File: config.mk
export PLATFORM = sky130hd
export DESIGN_NAME = keypad_code_lock_controller_unit_flat
export DESIGN_NICKNAME = d
export VERILOG_FILES = /design/src/sv/kcl_pkg.sv /design/src/sv/kcl_in_if.sv /design/src/sv/kcl_out_if.sv /design/src/sv/keypad_code_lock_controller_unit.sv /design/src/flat_wrapper.sv
export SDC_FILE = /design/constraint.sdc
export NUM_CORES = 1
export LEC_CHECK = 0
export ABC_CLOCK_PERIOD_IN_PS = 4800
export BUFFER_PORTS_ARGS = -buffer_cell sky130_fd_sc_hd__buf_2
export CAP_MARGIN = 20
export CORE_MARGIN = 1.5
export CORE_UTILIZATION = 60
export CTS_CLUSTER_SIZE = 8
export DETAILED_ROUTE_END_ITERATION = 6
export PLACE_DENSITY = 0.88
export SLEW_MARGIN = 20
export SYNTH_ARGS = -nofsm -noshare
export SYNTH_HDL_FRONTEND = slang
export SYNTH_SLANG_ARGS = --single-unit
export TNS_END_PERCENT = 100
File: constraint.sdc
create_clock -name i_clk -period 4.8 [get_ports i_clk]
set_input_delay 0.48 -clock i_clk [delete_from_list [all_inputs] [get_ports i_clk]]
set_output_delay 0.48 -clock i_clk [all_outputs]
set_load 0.05 [all_outputs]
File: src/sv/kcl_pkg.sv
// Package for the keypad code lock controller: field widths, key and mode
// codes, event codes and register reset values.
// No dependencies; every other file of the block uses it by scoped names.
package kcl_pkg;

    // Field widths of the input and result words
    localparam int MODE_W  = 2;
    localparam int KEY_W   = 8;
    localparam int EVENT_W = 4;
    localparam int COUNT_W = 3;
    localparam int SEC_W   = 16;
    localparam int ERR_W   = 4;
    localparam int DIGIT_W = 4;

    // Configuration port
    localparam int CFG_IDX_W  = 2;
    localparam int CFG_DATA_W = 16;

    typedef enum logic [CFG_IDX_W-1:0] {
        CFG_MAX_ERRORS       = 2'd0,
        CFG_LOCK_SECONDS     = 2'd1,
        CFG_ADMIN_IDLE_LIMIT = 2'd2
    } t_cfg_idx;

    // Word kinds on the input channel
    typedef enum logic [MODE_W-1:0] {
        MODE_KEY       = 2'd0,
        MODE_TICK      = 2'd1,
        MODE_IDLE_TICK = 2'd2
    } t_mode;

    // Key codes (ASCII)
    localparam logic [KEY_W-1:0] KEY_NONE  = 8'h00;
    localparam logic [KEY_W-1:0] KEY_ZERO  = 8'h30;
    localparam logic [KEY_W-1:0] KEY_NINE  = 8'h39;
    localparam logic [KEY_W-1:0] KEY_ENTER = 8'h45;
    localparam logic [KEY_W-1:0] KEY_BACK  = 8'h42;
    localparam logic [KEY_W-1:0] KEY_ADMIN = 8'h4D;

    // Result events
    typedef enum logic [EVENT_W-1:0] {
        EV_NONE          = 4'd0,
        EV_DIGIT         = 4'd1,
        EV_BACK          = 4'd2,
        EV_UNLOCKED      = 4'd3,
        EV_WRONG         = 4'd4,
        EV_SHORT         = 4'd5,
        EV_LOCKED        = 4'd6,
        EV_COUNTDOWN     = 4'd7,
        EV_RELEASED      = 4'd8,
        EV_ADMIN_IN      = 4'd9,
        EV_ADMIN_DIGIT   = 4'd10,
        EV_CODE_UPDATED  = 4'd11,
        EV_ADMIN_REJECT  = 4'd12,
        EV_ADMIN_EXIT    = 4'd13,
        EV_ADMIN_TIMEOUT = 4'd14
    } t_event;

    // Register reset values and counter limits
    localparam logic [ERR_W-1:0] MAX_ERRORS_RST       = 4'd3;
    localparam logic [SEC_W-1:0] LOCK_SECONDS_RST     = 16'd30;
    localparam logic [SEC_W-1:0] ADMIN_IDLE_LIMIT_RST = 16'd1500;
    localparam logic [ERR_W-1:0] ERR_SAT              = 4'hF;
    localparam logic [SEC_W-1:0] IDLE_SAT             = 16'hFFFF;
    localparam int               DEFAULT_CODE_DIGITS  = 6;

endpackage

File: src/sv/kcl_in_if.sv
// Input channel of the keypad code lock: valid/ready handshake with a
// mode and a key code. Depends on kcl_pkg for field widths.
interface kcl_in_if;
    logic                         valid;
    logic                         ready;
    logic [kcl_pkg::MODE_W-1:0]   mode;
    logic [kcl_pkg::KEY_W-1:0]    key_code;

    modport source (output valid, output mode, output key_code, input ready);
    modport sink   (input valid, input mode, input key_code, output ready);
endinterface

File: src/sv/kcl_out_if.sv
// Result channel of the keypad code lock: valid/ready handshake with the
// event code and a status snapshot. Depends on kcl_pkg for field widths.
interface kcl_out_if;
    logic                          valid;
    logic                          ready;
    logic [kcl_pkg::EVENT_W-1:0]   event_res;
    logic [kcl_pkg::COUNT_W-1:0]   entry_count;
    logic                          locked;
    logic [kcl_pkg::SEC_W-1:0]     lock_remaining;
    logic                          admin_active;
    logic [kcl_pkg::ERR_W-1:0]     errors_so_far;

    modport source (output valid, output event_res, output entry_count,
                    output locked, output lock_remaining, output admin_active,
                    output errors_so_far, input ready);
    modport sink   (input valid, input event_res, input entry_count,
                    input locked, input lock_remaining, input admin_active,
                    input errors_so_far, output ready);
endinterface

File: src/sv/keypad_code_lock_controller_unit.sv
// Keypad code lock controller: top level, one word in gives one word out.
// Depends on kcl_pkg, kcl_in_if and kcl_out_if.
//
// Each accepted word (key press, one-second tick or admin idle tick) yields
// exactly one result word with an event code and the lock status after the
// event. A word is held in the input register and then processed into the
// result register. A new word is taken every cycle as long as results are
// drained; a result that waits holds one more word in the input register
// before ready drops. The full CODE_LEN-digit compare is done in parallel.
// Configuration registers are written directly and take effect on the
// next word; there is no clearing pass after reset.
module keypad_code_lock_controller_unit #(
    parameter int CODE_LEN = 6
) (
    input  logic                             i_clk,
    input  logic                             i_rst_n,
    kcl_in_if.sink                           i_in,
    kcl_out_if.source                        o_out,
    input  logic                             i_cfg_we,
    input  logic [kcl_pkg::CFG_IDX_W-1:0]    i_cfg_idx,
    input  logic [kcl_pkg::CFG_DATA_W-1:0]   i_cfg_data
);

    localparam int LW = $clog2(CODE_LEN + 1);
    localparam logic [LW-1:0] FULL_LEN = LW'(CODE_LEN);

    // Configuration registers
    logic [kcl_pkg::ERR_W-1:0] r_max_err;
    logic [kcl_pkg::SEC_W-1:0] r_lock_sec;
    logic [kcl_pkg::SEC_W-1:0] r_idle_lim;

    // Input register
    logic                        r_in_vld;
    logic [kcl_pkg::MODE_W-1:0]  r_mode;
    logic [kcl_pkg::KEY_W-1:0]   r_key;

    // Lock state
    logic [kcl_pkg::DIGIT_W-1:0] r_stored [CODE_LEN];
    logic [kcl_pkg::DIGIT_W-1:0] r_entry  [CODE_LEN];
    logic [kcl_pkg::DIGIT_W-1:0] r_new    [CODE_LEN];
    logic [LW-1:0]               r_entry_len, n_entry_len;
    logic [LW-1:0]               r_new_len, n_new_len;
    logic                        r_admin, n_admin;
    logic [kcl_pkg::SEC_W-1:0]   r_idle, n_idle;
    logic [kcl_pkg::ERR_W-1:0]   r_wrong, n_wrong;
    logic                        r_lock, n_lock;
    logic [kcl_pkg::SEC_W-1:0]   r_lock_left, n_lock_left;

    // Result register
    logic                        r_out_vld;
    kcl_pkg::t_event             r_ev;
    logic [kcl_pkg::COUNT_W-1:0] r_count;
    logic                        r_out_lock;
    logic [kcl_pkg::SEC_W-1:0]   r_out_left;
    logic                        r_out_admin;
    logic [kcl_pkg::ERR_W-1:0]   r_out_err;

    logic                        advance;
    kcl_pkg::t_event             ev;
    logic                        wr_entry, wr_new, code_upd;
    logic                        is_digit, match;
    logic [kcl_pkg::KEY_W-1:0]   key_off;
    logic [kcl_pkg::DIGIT_W-1:0] digit;
    logic [kcl_pkg::ERR_W-1:0]   wrong_inc;
    logic [kcl_pkg::SEC_W-1:0]   idle_inc;
    logic [LW-1:0]               shown_len;
    logic [LW+2:0]               shown_len_ext;

    // Process the held word when the result register is free or drains
    assign advance    = r_in_vld && (!r_out_vld || o_out.ready);
    assign i_in.ready = !r_in_vld || advance;

    // Key decode
    assign key_off  = r_key - kcl_pkg::KEY_ZERO;
    assign digit    = key_off[kcl_pkg::DIGIT_W-1:0];
    assign is_digit = (r_key >= kcl_pkg::KEY_ZERO) && (r_key <= kcl_pkg::KEY_NINE);

    // Compare the whole entry against the stored code
    always_comb begin
        match = 1'b1;
        for (int i = 0; i < CODE_LEN; i++) begin
            if (r_entry[i] != r_stored[i]) begin
                match = 1'b0;
            end
        end
    end

    assign wrong_inc = (r_wrong == kcl_pkg::ERR_SAT) ? r_wrong
                                                     : r_wrong + kcl_pkg::ERR_W'(1);
    assign idle_inc  = (r_idle == kcl_pkg::IDLE_SAT) ? r_idle
                                                     : r_idle + kcl_pkg::SEC_W'(1);

    // Next state and event for the held word
    always_comb begin
        n_entry_len = r_entry_len;
        n_new_len   = r_new_len;
        n_admin     = r_admin;
        n_idle      = r_idle;
        n_wrong     = r_wrong;
        n_lock      = r_lock;
        n_lock_left = r_lock_left;
        ev          = kcl_pkg::EV_NONE;
        wr_entry    = 1'b0;
        wr_new      = 1'b0;
        code_upd    = 1'b0;
        unique case (r_mode)
            kcl_pkg::MODE_KEY: begin
                if (!r_lock && r_key != kcl_pkg::KEY_NONE) begin
                    if (r_admin) begin
                        // Code change: any key restarts the idle count
                        n_idle = '0;
                        if (is_digit) begin
                            if (r_new_len < FULL_LEN) begin
                                wr_new    = 1'b1;
                                n_new_len = r_new_len + LW'(1);
                                ev        = kcl_pkg::EV_ADMIN_DIGIT;
                            end
                        end else if (r_key == kcl_pkg::KEY_ENTER) begin
                            if (r_new_len == FULL_LEN) begin
                                code_upd    = 1'b1;
                                n_admin     = 1'b0;
                                n_new_len   = '0;
                                n_entry_len = '0;
                                ev          = kcl_pkg::EV_CODE_UPDATED;
                            end else begin
                                n_new_len = '0;
                                ev        = kcl_pkg::EV_ADMIN_REJECT;
                            end
                        end else if (r_key == kcl_pkg::KEY_BACK) begin
                            if (r_new_len != '0) begin
                                n_new_len = r_new_len - LW'(1);
                                ev        = kcl_pkg::EV_BACK;
                            end
                        end else if (r_key == kcl_pkg::KEY_ADMIN) begin
                            n_admin     = 1'b0;
                            n_new_len   = '0;
                            n_entry_len = '0;
                            ev          = kcl_pkg::EV_ADMIN_EXIT;
                        end
                    end else begin
                        // Normal entry
                        if (is_digit) begin
                            if (r_entry_len < FULL_LEN) begin
                                wr_entry    = 1'b1;
                                n_entry_len = r_entry_len + LW'(1);
                                ev          = kcl_pkg::EV_DIGIT;
                            end
                        end else if (r_key == kcl_pkg::KEY_ENTER) begin
                            n_entry_len = '0;
                            if (r_entry_len != FULL_LEN) begin
                                ev = kcl_pkg::EV_SHORT;
                            end else if (match) begin
                                n_wrong = '0;
                                ev      = kcl_pkg::EV_UNLOCKED;
                            end else begin
                                n_wrong = wrong_inc;
                                if (wrong_inc >= r_max_err) begin
                                    n_lock      = 1'b1;
                                    n_lock_left = r_lock_sec;
                                    ev          = kcl_pkg::EV_LOCKED;
                                end else begin
                                    ev = kcl_pkg::EV_WRONG;
                                end
                            end
                        end else if (r_key == kcl_pkg::KEY_BACK) begin
                            if (r_entry_len != '0) begin
                                n_entry_len = r_entry_len - LW'(1);
                                ev          = kcl_pkg::EV_BACK;
                            end
                        end else if (r_key == kcl_pkg::KEY_ADMIN) begin
                            n_admin   = 1'b1;
                            n_new_len = '0;
                            n_idle    = '0;
                            ev        = kcl_pkg::EV_ADMIN_IN;
                        end
                    end
                end
            end
            kcl_pkg::MODE_TICK: begin
                // Count down the lockout, release on the tick after zero
                if (r_lock) begin
                    if (r_lock_left != '0) begin
                        n_lock_left = r_lock_left - kcl_pkg::SEC_W'(1);
                        ev          = kcl_pkg::EV_COUNTDOWN;
                    end else begin
                        n_lock  = 1'b0;
                        n_wrong = '0;
                        ev      = kcl_pkg::EV_RELEASED;
                    end
                end
            end
            kcl_pkg::MODE_IDLE_TICK: begin
                // Drop code change once idle long enough
                if (!r_lock && r_admin) begin
                    if (idle_inc >= r_idle_lim) begin
                        n_admin     = 1'b0;
                        n_new_len   = '0;
                        n_idle      = '0;
                        n_entry_len = '0;
                        ev          = kcl_pkg::EV_ADMIN_TIMEOUT;
                    end else begin
                        n_idle = idle_inc;
                    end
                end
            end
            default: begin
                ev = kcl_pkg::EV_NONE;
            end
        endcase
    end

    // Length shown in the result word
    assign shown_len     = n_admin ? n_new_len : n_entry_len;
    assign shown_len_ext = (LW + 3)'(shown_len);

    // Configuration registers
    always_ff @(posedge i_clk) begin
        if (!i_rst_n) begin
            r_max_err  <= kcl_pkg::MAX_ERRORS_RST;
            r_lock_sec <= kcl_pkg::LOCK_SECONDS_RST;
            r_idle_lim <= kcl_pkg::ADMIN_IDLE_LIMIT_RST;
        end else if (i_cfg_we) begin
            unique case (i_cfg_idx)
                kcl_pkg::CFG_MAX_ERRORS:       r_max_err  <= i_cfg_data[kcl_pkg::ERR_W-1:0];
                kcl_pkg::CFG_LOCK_SECONDS:     r_lock_sec <= i_cfg_data[kcl_pkg::SEC_W-1:0];
                kcl_pkg::CFG_ADMIN_IDLE_LIMIT: r_idle_lim <= i_cfg_data[kcl_pkg::SEC_W-1:0];
                default: begin
                end
            endcase
        end
    end

    // Input register: load on accept, drop once processed
    always_ff @(posedge i_clk) begin
        if (!i_rst_n) begin
            r_in_vld <= 1'b0;
        end else if (i_in.valid && i_in.ready) begin
            r_in_vld <= 1'b1;
        end else if (advance) begin
            r_in_vld <= 1'b0;
        end
    end

    always_ff @(posedge i_clk) begin
        if (i_in.valid && i_in.ready) begin
            r_mode <= i_in.mode;
            r_key  <= i_in.key_code;
        end
    end

    // Control state
    always_ff @(posedge i_clk) begin
        if (!i_rst_n) begin
            r_entry_len <= '0;
            r_new_len   <= '0;
            r_admin     <= 1'b0;
            r_idle      <= '0;
            r_wrong     <= '0;
            r_lock      <= 1'b0;
            r_lock_left <= '0;
        end else if (advance) begin
            r_entry_len <= n_entry_len;
            r_new_len   <= n_new_len;
            r_admin     <= n_admin;
            r_idle      <= n_idle;
            r_wrong     <= n_wrong;
            r_lock      <= n_lock;
            r_lock_left <= n_lock_left;
        end
    end

    // Stored code: default digits 1..6 after reset, replaced on update
    always_ff @(posedge i_clk) begin
        if (!i_rst_n) begin
            for (int i = 0; i < CODE_LEN; i++) begin
                r_stored[i] <= (i < kcl_pkg::DEFAULT_CODE_DIGITS)
                               ? kcl_pkg::DIGIT_W'(i + 1) : '0;
            end
        end else if (advance && code_upd) begin
            for (int i = 0; i < CODE_LEN; i++) begin
                r_stored[i] <= r_new[i];
            end
        end
    end

    // Entry and new-code digits: write the slot at the current length
    always_ff @(posedge i_clk) begin
        for (int i = 0; i < CODE_LEN; i++) begin
            if (advance && wr_entry && r_entry_len == LW'(i)) begin
                r_entry[i] <= digit;
            end
            if (advance && wr_new && r_new_len == LW'(i)) begin
                r_new[i] <= digit;
            end
        end
    end

    // Result register
    always_ff @(posedge i_clk) begin
        if (!i_rst_n) begin
            r_out_vld <= 1'b0;
        end else if (advance) begin
            r_out_vld <= 1'b1;
        end else if (o_out.ready) begin
            r_out_vld <= 1'b0;
        end
    end

    always_ff @(posedge i_clk) begin
        if (advance) begin
            r_ev        <= ev;
            r_count     <= shown_len_ext[kcl_pkg::COUNT_W-1:0];
            r_out_lock  <= n_lock;
            r_out_left  <= n_lock_left;
            r_out_admin <= n_admin;
            r_out_err   <= n_wrong;
        end
    end

    assign o_out.valid          = r_out_vld;
    assign o_out.event_res      = r_ev;
    assign o_out.entry_count    = r_count;
    assign o_out.locked         = r_out_lock;
    assign o_out.lock_remaining = r_out_left;
    assign o_out.admin_active   = r_out_admin;
    assign o_out.errors_so_far  = r_out_err;

    // Lockout and code change never overlap
    a_lock_not_admin: assert property (@(posedge i_clk) disable iff (!i_rst_n)
        r_lock |-> !r_admin)
        else $error("lockout active while in code change");

    // Digit counts stay within the code length
    a_len_range: assert property (@(posedge i_clk) disable iff (!i_rst_n)
        (r_entry_len <= FULL_LEN) && (r_new_len <= FULL_LEN))
        else $error("digit count beyond code length");

    // Input stalls only with both registers full and the result stalled
    a_stall_cause: assert property (@(posedge i_clk) disable iff (!i_rst_n)
        !i_in.ready |-> (r_in_vld && r_out_vld && !o_out.ready))
        else $error("input stalled without a full pipeline");

    // A lock event leaves the block locked
    a_lock_event: assert property (@(posedge i_clk) disable iff (!i_rst_n)
        (advance && ev == kcl_pkg::EV_LOCKED) |=> (r_lock && o_out.locked))
        else $error("lock event did not lock");

    // Released leaves the block unlocked with no errors counted
    a_release: assert property (@(posedge i_clk) disable iff (!i_rst_n)
        (advance && ev == kcl_pkg::EV_RELEASED) |=> (!r_lock && r_wrong == '0))
        else $error("release did not clear lockout");

endmodule
File: src/flat_wrapper.sv
// flat-port wrapper written by rule: the top's interface ports become plain ports
module keypad_code_lock_controller_unit_flat 
#(
    parameter int CODE_LEN = 6
)
  (i_clk, i_rst_n, i_cfg_we, i_cfg_idx, i_cfg_data, i_in_valid, i_in_mode, i_in_key_code, i_in_ready, o_out_valid, o_out_event_res, o_out_entry_count, o_out_locked, o_out_lock_remaining, o_out_admin_active, o_out_errors_so_far, o_out_ready);
  kcl_in_if i_in_i ();
  kcl_out_if o_out_i ();
  input  logic i_clk;
  input  logic i_rst_n;
  input  logic i_cfg_we;
  input  logic [kcl_pkg::CFG_IDX_W-1:0] i_cfg_idx;
  input  logic [kcl_pkg::CFG_DATA_W-1:0] i_cfg_data;
  input wire logic [$bits(i_in_i.valid)-1:0] i_in_valid;
  input wire logic [$bits(i_in_i.mode)-1:0] i_in_mode;
  input wire logic [$bits(i_in_i.key_code)-1:0] i_in_key_code;
  output wire logic [$bits(i_in_i.ready)-1:0] i_in_ready;
  output wire logic [$bits(o_out_i.valid)-1:0] o_out_valid;
  output wire logic [$bits(o_out_i.event_res)-1:0] o_out_event_res;
  output wire logic [$bits(o_out_i.entry_count)-1:0] o_out_entry_count;
  output wire logic [$bits(o_out_i.locked)-1:0] o_out_locked;
  output wire logic [$bits(o_out_i.lock_remaining)-1:0] o_out_lock_remaining;
  output wire logic [$bits(o_out_i.admin_active)-1:0] o_out_admin_active;
  output wire logic [$bits(o_out_i.errors_so_far)-1:0] o_out_errors_so_far;
  input wire logic [$bits(o_out_i.ready)-1:0] o_out_ready;
  assign i_in_i.valid = i_in_valid;
  assign i_in_i.mode = i_in_mode;
  assign i_in_i.key_code = i_in_key_code;
  assign i_in_ready = i_in_i.ready;
  assign o_out_valid = o_out_i.valid;
  assign o_out_event_res = o_out_i.event_res;
  assign o_out_entry_count = o_out_i.entry_count;
  assign o_out_locked = o_out_i.locked;
  assign o_out_lock_remaining = o_out_i.lock_remaining;
  assign o_out_admin_active = o_out_i.admin_active;
  assign o_out_errors_so_far = o_out_i.errors_so_far;
  assign o_out_i.ready = o_out_ready;
  keypad_code_lock_controller_unit #(.CODE_LEN(CODE_LEN)) u_core (.i_clk(i_clk), .i_rst_n(i_rst_n), .i_in(i_in_i), .o_out(o_out_i), .i_cfg_we(i_cfg_we), .i_cfg_idx(i_cfg_idx), .i_cfg_data(i_cfg_data));
endmodule
==> metrics.cfg <==
[run_status]
status=finished, final reports clean

[clock_network]
clockBufferDepth=2
cts_num_sinks=193
cts_buffers=17
clk_latency_ps=450
postCtsSetupBuffers=0
post_cts_resized=0
cts_tree=built
cts-root-buf=clkbuf_16
path_clk_slew_ps=80
cts_hold_buf=0
htreeDepth=4

[sta]
tightest_slew_ps=1160
rsz0062_at_grt=no
fin_crit_ps=3970
hold_viol_final=0
maxSlewHeadroom_pct=22.5
finalSetupViolCount=0
skew_ps=13.3
finalCritPeriodShare_pct=82.8
slew_viol_final=0
max_freq_mhz=252
tns_ps=0

[drt]
drtIter0Drc=872
vias_per_cell=6.28
drcViolationCount=0
wire_per_inst_um=18.9
ant_nets=0
routed-via-count=7871
dr.pass1.iters=6
routed_wl_um=23700

[synthesis]
seq_area_frac_synth_pct=51.6
synthCells=974
async_flop_share_pct=0
synth.top_cells.by_count=nand2_1, edfxtp_1, dfxtp_1
synth_edf_count=111
yosys_warnings=0
synth_cell_type_count=74
synth-compound-area-share_pct=14.7
synthTopCellsByArea=edfxtp_1, dfxtp_1, nand2_1
synth_xor_area_share_pct=3.36
synth-main-ff-cell=edfxtp_1
syn_area_um2=9640
ys_ff_latch=193
post-synth-top-count-cell=nand2_1
synth_mux_area_share_pct=0.987
synth_fp_nets=1042
synth_adder_area_share_pct=4.54
synth_top_family_by_area=simple AND/OR/NAND/NOR gates
synth_area_per_cell_um2=9.90
synth_top_area_share_pct=34.6
synth-simple-area-share_pct=21.3
synth_top_area_cell=edfxtp_1

[place]
hpwl_um=15900
place.gp.congestion=0.991
io_buffers=63
dp.cells=1222
dpl_cell_area_um2=10100

[final_layout]
fill_cells=1189
drive_above_1_share_pct=13.6
fin_nets=1093
instances_no_fill=1253
antenna_cells=0
multi_input_area_um2=4330
final_area_um2=10800
final-seq-area_um2=4970
syn_to_final_growth_pct=11.8

[critical_path]
cp_max_fo=12
cp_data_arrival_time_ps=4140
start_kind=flop
endpoint_kind=flop
crit_type=flop to flop
cp.required_ps=4960

[global_route]
grt_overflow=0
grt_max_degree=61
grt_pass1_vias=7193
track_usage_pct=29.1
antenna_found_initial=0
grt_pass1_wl_um=37400

[die]
fp.dieW_um=130
ios=64
core_area_um2=15800
die_height_um=130
fp.dieArea_um2=16800
num_rows=46
start_util_pct=61.1

[pwr]
vdd_ir_drop_max_mv=0.260
power_density_nw_per_um2=332
p_total_uw=3580
leakage_uw=0.00398

[worst_hold_path]
hp-class=input port to flop

[run]
drv_cap=0

[layer usage]
layer	GRT usage, %	part of all wire [%]	routed length, µm
met5	0	0	0
met4	10.8	3.1	726
met3	5.58	9.6	2270
met2	46.7	47	11100
met1	39.5	40	9560
[sequential cells by signal (all words and copies together) (netlist names), 16 cells and up]
register                     count
u_core.r_lock_sec               16
u_core.o_out.lock_remaining     16
u_core.r_idle                   16
u_core.r_lock_left              16
u_core.r_entry                  24
u_core.r_new                    24
u_core.r_idle_lim               16
u_core.r_stored                 24
[stage by stage]
stage,utilization [%],setup slack (ps),hold WS [ps]
finish,68.3,825,214
CTS,68.3,879,193
global placement,64.3,1030,444
global route,68.3,497,195
floorplan,-,1040,432
detailed placement,64.3,902,449
[placed cells by master (no fill, tap or decap), types with 37 or more instances in the layout]
cell,n
edfxtp_1,111
inv_1,38
nand3_1,41
nor2_1,60
o21ai_0,39
xnor2_1,37
a21oi_1,63
nand2_1,119
buf_2,63
dfxtp_1,82
[worst max-delay path: stages, from the launching register on]
cell      delay, ps
dfxtp_1         470
ha_1            260
nand3_1         140
or3_1           590
nand3_1         220
xnor2_1         160
ha_1            270
a21oi_1         140
nor2_1           50
a211oi_1        430
a41oi_1         190
o211ai_1        570
a32oi_1         190
[path summary, 6_finish.rpt]
path	start	endpoint	slack (ps)	cells past startpoint
max	u_core.r_idle[0]	u_core.o_out.entry_count[2]	830	12
min	i_in_key_code[1]	u_core.r_key[1]	210	1
max reg2reg	u_core.r_idle[0]	u_core.o_out.entry_count[2]	830	12
min reg2reg	u_core.r_idle_lim[12]	u_core.r_idle_lim[12]	460	2
[layout make-up]
| class | count | area share [%] |
|---|---|---|
| clock buffer | 17 | 3.95 |
| clock inverter | 14 | 1.85 |
| inverter | 40 | 1.39 |
| multi-input combinational | 696 | 40.2 |
| sequential | 193 | 46.2 |
| tap | 216 | 2.51 |
| timing repair buffer | 77 | 3.90 |
[cells by family after synthesis]
group / after synthesis
adders and majority gates: 35
muxes: 9
and+or+nand+nor: 399
DFF: 193
xor gates and xnor gates: 37
buffers and inverters: 85
AOI/OAI and AO/OA: 216
[report_power, final]
part           switching [µW]  internal (µW)
logic                     174           73.8
clock network             661            838
registers                45.1           1790
total                     880           2700
Note: power is estimated with default switching activity, not from simulation.
